## src/rtl/cbw_pkg.sv

```systemverilog
`default_nettype none
// ----------------------------------------------------------------------------
// cbw_pkg: shared types and constants of the chained block writer
// Command and result codes, queue word and allocator handshake types.
// ----------------------------------------------------------------------------
package cbw_pkg;

   // command class of a queued word
   typedef enum logic {
      CMD_START = 1'b0,
      CMD_BYTE  = 1'b1
   } cmd_type;

   // result kinds
   typedef enum logic [2:0] {
      KIND_DATA    = 3'd0,
      KIND_LINK    = 3'd1,
      KIND_START   = 3'd2,
      KIND_FULL    = 3'd3,
      KIND_REFUSED = 3'd4
   } kind_type;

   // sequencer states
   typedef enum logic [1:0] {
      B_IDLE  = 2'd0,
      B_WAIT  = 2'd1,
      B_EMIT2 = 2'd2,
      B_EMIT3 = 2'd3
   } back_state_type;

   typedef struct packed {
      cmd_type    cmd;
      logic [7:0] data;
   } q_item_type;

   typedef struct packed {
      logic done;
      logic ok;
   } alloc_rsp_type;

   localparam int          QUEUE_DEPTH       = 2;
   localparam int          FIRST_DATA_OFFSET = 2;
   localparam logic [7:0]  MAP_BYTE0_RESET   = 8'h01;
   localparam logic [7:0]  MAP_BYTE_FULL     = 8'hff;

   // lowest clear bit of a map byte (byte known not to be all ones)
   function automatic logic [2:0] lowest_clear(input logic [7:0] b);
      logic [2:0] idx;
      idx = 3'd7;
      for (int i = 7; i >= 0; i--) begin
         if (!b[i]) begin
            idx = 3'(i);
         end
      end
      return idx;
   endfunction

endpackage
`default_nettype wire

```

## src/rtl/cbw_front.sv

```systemverilog
`default_nettype none
// ----------------------------------------------------------------------------
// cbw_front: command intake
// Takes words off the start/busy port, classifies them and holds them in a
// two-entry queue for the sequencer.
// ----------------------------------------------------------------------------
module cbw_front
   import cbw_pkg::*;
(
   input  wire logic       clock,
   input  wire logic       reset,
   input  wire logic       start,
   output logic            busy,
   input  wire logic       req_op,
   input  wire logic [7:0] req_byte_value,
   output logic            q_valid,
   output q_item_type      q_item,
   input  wire logic       q_pop
);

   q_item_type  queue_ff [QUEUE_DEPTH];
   logic        wr_ptr_ff, wr_ptr_in;
   logic        rd_ptr_ff, rd_ptr_in;
   logic [1:0]  count_ff,  count_in;
   logic        push;
   q_item_type  item;

   always_comb begin
      item.cmd  = req_op ? CMD_BYTE : CMD_START;
      item.data = req_byte_value;
   end

   assign busy    = (count_ff == 2'(QUEUE_DEPTH));
   assign push    = start && !busy;
   assign q_valid = (count_ff != 2'd0);
   assign q_item  = queue_ff[rd_ptr_ff];

   always_comb begin
      wr_ptr_in = wr_ptr_ff ^ push;
      rd_ptr_in = rd_ptr_ff ^ (q_pop && q_valid);
      count_in  = count_ff + 2'(push) - 2'(q_pop && q_valid);
   end

   always_ff @(posedge clock) begin
      if (reset) begin
         wr_ptr_ff <= 1'b0;
         rd_ptr_ff <= 1'b0;
         count_ff  <= 2'd0;
      end else begin
         wr_ptr_ff <= wr_ptr_in;
         rd_ptr_ff <= rd_ptr_in;
         count_ff  <= count_in;
      end
   end

   always_ff @(posedge clock) begin
      if (push) begin
         queue_ff[wr_ptr_ff] <= item;
      end
   end

endmodule
`default_nettype wire

```

## src/rtl/cbw_alloc.sv

```systemverilog
`default_nettype none
// ----------------------------------------------------------------------------
// cbw_alloc: free map and first-fit block allocator
// Map bytes live in a memory. Blocks are never freed, so every byte below the
// scan pointer is full; a request reads the byte at the pointer, sets its
// lowest clear bit and answers in the following cycle.
// ----------------------------------------------------------------------------
module cbw_alloc
   import cbw_pkg::*;
#(
   parameter int MAP_BYTES = 256,
   parameter int AW        = (MAP_BYTES > 1) ? $clog2(MAP_BYTES) : 1,
   parameter int BW        = AW + 3
)(
   input  wire logic    clock,
   input  wire logic    reset,
   input  wire logic    alloc_req,
   output alloc_rsp_type alloc_rsp,
   output logic [BW-1:0] alloc_blk
);

   localparam int PW = $clog2(MAP_BYTES + 1);

   logic [7:0]    map_mem [MAP_BYTES];
   logic [PW-1:0] ptr_ff,     ptr_in;
   logic          written_ff, written_in;   // entry at ptr holds a stored value
   logic          pend_ff;
   logic          full_ff;
   logic [7:0]    rd_ff;
   logic [AW-1:0] idx;
   logic [7:0]    cur_byte;
   logic [7:0]    new_byte;
   logic [2:0]    bit_sel;
   logic          wr_en;

   assign idx = ptr_ff[AW-1:0];

   always_comb begin
      if (written_ff) begin
         cur_byte = rd_ff;
      end else begin
         cur_byte = (idx == '0) ? MAP_BYTE0_RESET : 8'h00;
      end
      bit_sel  = lowest_clear(cur_byte);
      new_byte = cur_byte | (8'h01 << bit_sel);
      wr_en    = pend_ff && !full_ff;

      ptr_in     = ptr_ff;
      written_in = written_ff;
      if (wr_en) begin
         if (new_byte == MAP_BYTE_FULL) begin
            ptr_in     = ptr_ff + 1'b1;
            written_in = 1'b0;
         end else begin
            written_in = 1'b1;
         end
      end

      alloc_rsp.done = pend_ff;
      alloc_rsp.ok   = !full_ff;
      alloc_blk      = {idx, bit_sel};
   end

   always_ff @(posedge clock) begin
      if (reset) begin
         ptr_ff     <= '0;
         written_ff <= 1'b0;
         pend_ff    <= 1'b0;
         full_ff    <= 1'b0;
      end else begin
         ptr_ff     <= ptr_in;
         written_ff <= written_in;
         pend_ff    <= alloc_req;
         full_ff    <= (ptr_ff == PW'(MAP_BYTES));
      end
   end

   always_ff @(posedge clock) begin
      rd_ff <= map_mem[idx];
      if (wr_en) begin
         map_mem[idx] <= new_byte;
      end
   end

endmodule
`default_nettype wire

```

## src/rtl/cbw_back.sv

```systemverilog
`default_nettype none
// ----------------------------------------------------------------------------
// cbw_back: write sequencer
// Pops queued commands, tracks the open message and emits one result word
// per cycle through registered outputs, save while it waits on the allocator.
// ----------------------------------------------------------------------------
module cbw_back
   import cbw_pkg::*;
#(
   parameter int BLOCK_BYTES = 256,
   parameter int BW          = 11
)(
   input  wire logic          clock,
   input  wire logic          reset,
   input  wire logic          q_valid,
   input  wire q_item_type    q_item,
   output logic               q_pop,
   output logic               alloc_req,
   input  wire alloc_rsp_type alloc_rsp,
   input  wire logic [BW-1:0] alloc_blk,
   output logic               rsp_valid,
   output logic [2:0]         rsp_kind,
   output logic [10:0]        rsp_block_number,
   output logic [7:0]         rsp_offset,
   output logic [15:0]        rsp_value,
   output logic               rsp_last
);

   localparam int WPW = $clog2(BLOCK_BYTES);

   back_state_type state_ff, state_in;
   logic           open_ff,  open_in;
   logic [BW-1:0]  cur_ff,   cur_in;
   logic [WPW-1:0] wp_ff,    wp_in;
   cmd_type        cmd_ff,   cmd_in;
   logic [7:0]     byte_ff,  byte_in;

   logic           valid_ff,  valid_in;
   kind_type       kind_ff,   kind_in;
   logic [10:0]    blk_ff,    blk_in;
   logic [7:0]     off_ff,    off_in;
   logic [15:0]    val_ff,    val_in;
   logic           last_ff,   last_in;

   logic [WPW-1:0] wp_inc;

   assign wp_inc = (wp_ff == WPW'(BLOCK_BYTES - 1)) ? '0 : wp_ff + 1'b1;

   always_comb begin
      state_in  = state_ff;
      open_in   = open_ff;
      cur_in    = cur_ff;
      wp_in     = wp_ff;
      cmd_in    = cmd_ff;
      byte_in   = byte_ff;
      valid_in  = 1'b0;
      kind_in   = KIND_DATA;
      blk_in    = '0;
      off_in    = '0;
      val_in    = '0;
      last_in   = 1'b0;
      q_pop     = 1'b0;
      alloc_req = 1'b0;

      unique case (state_ff)
         B_IDLE: begin
            if (q_valid) begin
               q_pop   = 1'b1;
               cmd_in  = q_item.cmd;
               byte_in = q_item.data;
               if (q_item.cmd == CMD_START) begin
                  alloc_req = 1'b1;
                  state_in  = B_WAIT;
               end else if (!open_ff) begin
                  valid_in = 1'b1;
                  kind_in  = KIND_REFUSED;
                  last_in  = 1'b1;
               end else if (wp_ff == '0) begin
                  alloc_req = 1'b1;
                  state_in  = B_WAIT;
               end else begin
                  valid_in = 1'b1;
                  kind_in  = KIND_DATA;
                  blk_in   = 11'(cur_ff);
                  off_in   = 8'(wp_ff);
                  val_in   = 16'(q_item.data);
                  last_in  = 1'b1;
                  wp_in    = wp_inc;
               end
            end
         end
         B_WAIT: begin
            if (alloc_rsp.done) begin
               valid_in = 1'b1;
               if (!alloc_rsp.ok) begin
                  kind_in  = KIND_FULL;
                  last_in  = 1'b1;
                  open_in  = 1'b0;
                  state_in = B_IDLE;
               end else begin
                  if (cmd_ff == CMD_START) begin
                     kind_in = KIND_START;
                     blk_in  = 11'(alloc_blk);
                     open_in = 1'b1;
                  end else begin
                     // link the old block to the new one
                     kind_in = KIND_LINK;
                     blk_in  = 11'(cur_ff);
                     val_in  = 16'(alloc_blk);
                  end
                  cur_in   = alloc_blk;
                  wp_in    = WPW'(FIRST_DATA_OFFSET);
                  state_in = B_EMIT2;
               end
            end
         end
         B_EMIT2: begin
            // clear link word of the new block
            valid_in = 1'b1;
            kind_in  = KIND_LINK;
            blk_in   = 11'(cur_ff);
            last_in  = (cmd_ff == CMD_START);
            state_in = (cmd_ff == CMD_START) ? B_IDLE : B_EMIT3;
         end
         B_EMIT3: begin
            valid_in = 1'b1;
            kind_in  = KIND_DATA;
            blk_in   = 11'(cur_ff);
            off_in   = 8'(wp_ff);
            val_in   = 16'(byte_ff);
            last_in  = 1'b1;
            wp_in    = wp_inc;
            state_in = B_IDLE;
         end
         default: begin
            state_in = B_IDLE;
         end
      endcase
   end

   always_ff @(posedge clock) begin
      if (reset) begin
         state_ff <= B_IDLE;
         open_ff  <= 1'b0;
         cur_ff   <= '0;
         wp_ff    <= '0;
         valid_ff <= 1'b0;
      end else begin
         state_ff <= state_in;
         open_ff  <= open_in;
         cur_ff   <= cur_in;
         wp_ff    <= wp_in;
         valid_ff <= valid_in;
      end
   end

   always_ff @(posedge clock) begin
      cmd_ff  <= cmd_in;
      byte_ff <= byte_in;
      kind_ff <= kind_in;
      blk_ff  <= blk_in;
      off_ff  <= off_in;
      val_ff  <= val_in;
      last_ff <= last_in;
   end

   assign rsp_valid        = valid_ff;
   assign rsp_kind         = kind_ff;
   assign rsp_block_number = blk_ff;
   assign rsp_offset       = off_ff;
   assign rsp_value        = val_ff;
   assign rsp_last         = last_ff;

endmodule
`default_nettype wire

```

## src/rtl/chained_block_writer_bitmap_alloc.sv

```systemverilog
`default_nettype none
// ----------------------------------------------------------------------------
// chained_block_writer_bitmap_alloc: message writer over chained blocks
// Turns start/byte commands into block writes, allocating blocks first-fit
// from a one-bit-per-block free map.
// ----------------------------------------------------------------------------
// Usage: a command word is taken on a clock edge with start high and busy
// low; busy rises only when the two-entry command queue is full. Results
// come out one per cycle on the rsp_ ports, save while the sequencer waits
// on the allocator, each marked by rsp_valid for a single cycle, and cannot
// be held off; rsp_last flags the final result of a command. A byte that
// stays inside the current block gives one data write, so such bytes stream
// at one per cycle. A start passes the states idle, wait and emit2, and a
// byte that crosses into a new block idle, wait, emit2 and emit3: the
// allocator answers in the cycle after the request, reading the map byte
// under the scan pointer from a registered memory read and writing it back
// in that same cycle, and each result word then comes from a state of its
// own. A store-full answer passes idle and wait. No clearing pass after
// reset: unwritten map bytes read as their reset value through the scan
// pointer and a written flag.
// ----------------------------------------------------------------------------
module chained_block_writer_bitmap_alloc
   import cbw_pkg::*;
#(
   parameter int MAP_BYTES   = 256,
   parameter int BLOCK_BYTES = 256
)(
   input  wire logic        clock,
   input  wire logic        reset,
   input  wire logic        start,
   output logic             busy,
   input  wire logic        req_op,
   input  wire logic [7:0]  req_byte_value,
   output logic             rsp_valid,
   output logic [2:0]       rsp_kind,
   output logic [10:0]      rsp_block_number,
   output logic [7:0]       rsp_offset,
   output logic [15:0]      rsp_value,
   output logic             rsp_last
);

   // map index width and block number width
   localparam int AW = (MAP_BYTES > 1) ? $clog2(MAP_BYTES) : 1;
   localparam int BW = AW + 3;

   logic          q_valid;
   q_item_type    q_item;
   logic          q_pop;
   logic          alloc_req;
   alloc_rsp_type alloc_rsp;
   logic [BW-1:0] alloc_blk;

   // intake and queue
   cbw_front u_front (
      .clock          (clock),
      .reset          (reset),
      .start          (start),
      .busy           (busy),
      .req_op         (req_op),
      .req_byte_value (req_byte_value),
      .q_valid        (q_valid),
      .q_item         (q_item),
      .q_pop          (q_pop)
   );

   // free map and first-fit search
   cbw_alloc #(
      .MAP_BYTES (MAP_BYTES),
      .AW        (AW),
      .BW        (BW)
   ) u_alloc (
      .clock     (clock),
      .reset     (reset),
      .alloc_req (alloc_req),
      .alloc_rsp (alloc_rsp),
      .alloc_blk (alloc_blk)
   );

   // chain bookkeeping and result words
   cbw_back #(
      .BLOCK_BYTES (BLOCK_BYTES),
      .BW          (BW)
   ) u_back (
      .clock            (clock),
      .reset            (reset),
      .q_valid          (q_valid),
      .q_item           (q_item),
      .q_pop            (q_pop),
      .alloc_req        (alloc_req),
      .alloc_rsp        (alloc_rsp),
      .alloc_blk        (alloc_blk),
      .rsp_valid        (rsp_valid),
      .rsp_kind         (rsp_kind),
      .rsp_block_number (rsp_block_number),
      .rsp_offset       (rsp_offset),
      .rsp_value        (rsp_value),
      .rsp_last         (rsp_last)
   );

endmodule
`default_nettype wire

```

## config.mk

```make
export PLATFORM = sky130hd
export DESIGN_NAME = chained_block_writer_bitmap_alloc
export DESIGN_NICKNAME = d
export VERILOG_FILES = /design/src/rtl/cbw_pkg.sv /design/src/rtl/cbw_front.sv /design/src/rtl/cbw_alloc.sv /design/src/rtl/cbw_back.sv /design/src/rtl/chained_block_writer_bitmap_alloc.sv
export SDC_FILE = /design/constraint.sdc
export NUM_CORES = 2
export LEC_CHECK = 0
export BUFFER_PORTS_ARGS = -buffer_cell sky130_fd_sc_hd__buf_4
export CAP_MARGIN = 0
export CORE_AREA = 2 2 533 535
export DETAILED_ROUTE_END_ITERATION = 7
export DIE_AREA = 0 0 535 537
export GPL_TIMING_DRIVEN = 0
export PLACE_DENSITY = 0.44
export SLEW_MARGIN = 20
export SYNTH_ARGS = -nofsm -noshare
export SYNTH_HDL_FRONTEND = slang
export SYNTH_HIERARCHICAL = 1
export SYNTH_SLANG_ARGS = --single-unit
```

## constraint.sdc

```tcl
create_clock -name clock -period 19.6 [get_ports clock]
set_input_delay 5.88 -clock clock [delete_from_list [all_inputs] [get_ports clock]]
set_output_delay 5.88 -clock clock [all_outputs]
set_load 0.01 [all_outputs]
```

==> results.sh <==
export IMPL_status="completed"
export IMPL_synth_area_um2=84000
export IMPL_r2r_start="u_alloc/ptr_ff[1]$_SDFFE_PP0P_"
export IMPL_worst_slew_pin_slew_ns=1.32
export IMPL_multi_input_area_um2=19700
export IMPL_min_path_cells=2
export IMPL_cts_repair_resized=0
export IMPL_clkTransAtPathRegs_ns=0.06
export IMPL_hold_viol=0
export IMPL_met3_usage_pct=6.47
export IMPL_drive_gt1_share_pct=23.7
export IMPL_top_usage_layer="met2"
export IMPL_met1_usage_pct=33.8
export IMPL_worstPathRequired_ns=20.33
export IMPL_drt_wirelength_per_cell_um=42.1
export IMPL_grt_pass1_vias=45300
export IMPL_ys_seq_area_share_pct=76.1
export IMPL_rrSetupSlack_ns=11.87
export IMPL_hold_end="u_back/cur_ff[7]$_SDFFE_PP0P_"
export IMPL_slowest_delay_ns=0.96
export IMPL_p_leak_nw=31.1
export IMPL_clock_sinks=2156
export IMPL_async_flop_share_pct=0
export IMPL_synth_distinct_cells=79
export IMPL_layout_cells_non_filler=8710
export IMPL_cp_top_family="buffers and inverters"
export IMPL_drc=0
export IMPL_yosys_warnings=6
export IMPL_die_h_um=537
export IMPL_detail_route_first_pass_iterations=6
export IMPL_regArea_um2=63900
export IMPL_relSlewSlack_pct=12.3
export IMPL_clock_fmax_mhz=129
export IMPL_drt_antenna_violating_nets=0
export IMPL_synthTopCellsByCount="edfxtp_1 (2075), mux4_2 (481), nor2_1 (330), nand2_1 (144), mux2i_1 (120)"
export IMPL_slew_violations=0
export IMPL_nNetsFinal=4796
export IMPL_setup_worst_path_class="register to register"
export IMPL_gp_congestion=1.00
export IMPL_final_setup_skew_ns=0.0973
export IMPL_grt_overflow=0
export IMPL_min_path_type="register to register"
export IMPL_cp_common_cell="buf_2"
export IMPL_crit_arrival_ns=8.45
export IMPL_grt_use_total_pct=25.1
export IMPL_coreArea_um2=281000
export IMPL_synth_top_area_cell="edfxtp_1"
export IMPL_rsz0062_at_grt="false"
export IMPL_grt_max_degree=68
export IMPL_crit_path_top_delay_cell="buf_2"
export IMPL_path_cells="buf_2 -> buf_2 -> buf_2 -> buf_2 -> buf_2 -> buf_2 -> mux4_2 -> mux2i_1 -> o22ai_1 -> nor4_1 -> nand4_1"
export IMPL_synth_seq_cells=2156
export IMPL_reg2reg_depth=11
export IMPL_grt_util_met2_pct=37.5
export IMPL_cp_end_kind="register"
export IMPL_critPathLaunch="u_alloc/ptr_ff[1]$_SDFFE_PP0P_"
export IMPL_design_die_area_um2=287000
export IMPL_cts_htree_levels=4
export IMPL_cp_num_buf_inv=6
export IMPL_yosys_area_top_type_share_pct=74.2
export IMPL_postSynthCellCount=4140
export IMPL_postCtsHoldBufs=0
export IMPL_start_util_pct=29.9
export IMPL_post_route_min_period_ns=7.73
export IMPL_die_w_um=535
export IMPL_wl_mm=367
export IMPL_yosysMostFrequentCell="edfxtp_1"
export IMPL_tritoncts="built"
export IMPL_synth_edf_count=2075
export IMPL_vias_per_cell=5.58
export IMPL_crit_fanout=10
export IMPL_totalPowerFinal_mw=10.0
export IMPL_cts_buffers=236
export IMPL_finalSetupViolations=0
export IMPL_syn_to_final_growth_pct=18.5
export IMPL_clk_latency_ns=0.95
export IMPL_post_place_ws_ns=12.06
export IMPL_cap_viol_max_count=0
export IMPL_via_count=48600
export IMPL_ir_worst_vdd_mv=0.0790
export IMPL_worstReg2RegEnd="u_alloc/rd_ff[2]$_DFF_P_"
export IMPL_cts_setup_buffers=0
export IMPL_dr_first_iter_drc_count=8244
export IMPL_dp_cells=8273
export IMPL_power_density_nw_per_um2=100
export IMPL_grt_antenna_before_repair=31
export IMPL_holdWs_ns=0.459
export IMPL_dp_hpwl_mm=252
export IMPL_setup_ws_ns=11.87
export IMPL_hold_start="u_back/cur_ff[7]$_SDFFE_PP0P_"
export IMPL_grt_pass1_wl_mm=468
export IMPL_synth_main_ff_cell="edfxtp_1"
export IMPL_syn_mean_instance_area_um2=20.3
export IMPL_rows=195
export IMPL_startpoint_type="register"
export IMPL_cts_path_max_buffers=4
export IMPL_root_buffer="clkbuf_16"
export IMPL_boundaryPins=53
export IMPL_synthTopCellsByArea="edfxtp_1 (74%), mux4_2 (13%), dfxtp_1 (1.9%)"
export IMPL_n_fill_cell=26200
export IMPL_fin_crit_sh_pct=39.4
export IMPL_fin_setup_tns_ns=0
export IMPL_port_buffers=47
-- sequential cells by signal (all words and copies together), names as in the netlist, 2 cells and up --
signal and flops:
u_back/rsp_block_number 11, u_back/wp_ff 8, u_back/cur_ff 11, u_alloc/map_mem 2048
u_back/rsp_value 11, u_alloc/rd_ff 8, u_back/rsp_kind 3, u_front/count_ff 2
u_back/byte_ff 8, u_front/queue_ff 18, u_back/rsp_offset 8, u_back/state_ff 2
u_alloc/ptr_ff 9
-- metal layers --
metal | part of all wire, % | routed length [um]
met5 | 0.16 | 570
met1 | 40 | 146000
met3 | 10 | 37000
met2 | 44 | 161000
met4 | 6.0 | 22100
-- report_power, final --
group	switching (mW)	internal [mW]	leakage, nW
Combinational	0.303	0.133	7.94
Sequential	0.0151	5.18	19.5
Clock	1.89	2.47	3.64
Total	2.21	7.78	31.1
-- worst register-to-register path: stages (launching register included) --
cell	delay, ns
dfxtp_1	0.51
buf_2	0.48
buf_2	0.46
buf_2	0.78
buf_2	1.01
buf_2	0.78
buf_2	0.88
mux4_2	0.47
mux2i_1	0.85
o22ai_1	0.25
nor4_1	0.84
nand4_1	0.24
-- worst max path at each step --
stage | slack, ns | cells after the start | to
floorplan | 5.37 | 10 | u_alloc/map_mem[0][1]$_DFFE_PP_
global placement | -10.58 | 10 | u_alloc/map_mem[78][1]$_DFFE_PP_
detailed placement | 12.06 | 11 | u_alloc/map_mem[52][5]$_DFFE_PP_
CTS | 11.95 | 3 | busy
global route | 11.93 | 3 | busy
finish | 11.87 | 11 | u_alloc/rd_ff[2]$_DFF_P_
-- cells in the final DEF, fill, tap and decap left out, types with 18 or more instances in the layout --
| cell | Yosys | routed |
|---|---|---|
| a211oi_1 | 22 | 22 |
| a21oi_1 | 71 | 71 |
| a22o_1 | 26 | 25 |
| a22oi_1 | 75 | 75 |
| a31oi_1 | 19 | 19 |
| buf_12 | 3 | 30 |
| buf_16 | 0 | 43 |
| buf_2 | 79 | 96 |
| buf_4 | 42 | 97 |
| bufinv_16 | 0 | 18 |
| clkbuf_1 | 88 | 102 |
| clkbuf_16 | 0 | 238 |
| clkbuf_2 | 0 | 27 |
| clkinv_1 | 0 | 64 |
| clkinv_2 | 0 | 41 |
| conb_1 | 2 | 261 |
| dfxtp_1 | 81 | 81 |
| edfxtp_1 | 2075 | 2075 |
| inv_1 | 24 | 24 |
| mux2i_1 | 120 | 119 |
| mux4_2 | 481 | 481 |
| nand2_1 | 144 | 144 |
| nand3_1 | 52 | 52 |
| nand4_1 | 22 | 22 |
| nor2_1 | 330 | 324 |
| o21ai_0 | 32 | 30 |
| o22ai_1 | 23 | 23 |
-- kinds of logic after synthesis --
family / count (synthesis) / synth area share [%]
AOI/OAI and AO/OA: 367 / 3.10
xor gates and xnor gates: 3 / 0.0477
adders and majority gates: 15 / 0.223
buffers and inverters: 278 / 1.74
DFF: 2156 / 76.1
muxes: 634 / 15.1
other: 2 / 0.00894
and+or+nand+nor: 685 / 3.70
-- final cells by class --
type                    instances  share of cell area [%]
flip-flops and latches       2156                    64.2
multi-input cells            1965                    19.8
clock buffers                 286                    6.22
well taps                    3743                    4.71
repair buffers                132                    2.23
plain buffers                 253                    1.44
clock inverters               140                    1.23
inverters                      25                  0.0943
diodes                         10                  0.0251
-- metrics by stage --
stage                     util, %  instance area, um2
after floorplan                 -               85000
after global placement       32.0               90000
after detailed placement     32.7               92100
after CTS                    35.4               99500
after global routing         35.4               99500
final                        35.4               99500
No activity file was read; power rests on OpenSTA's default activity.
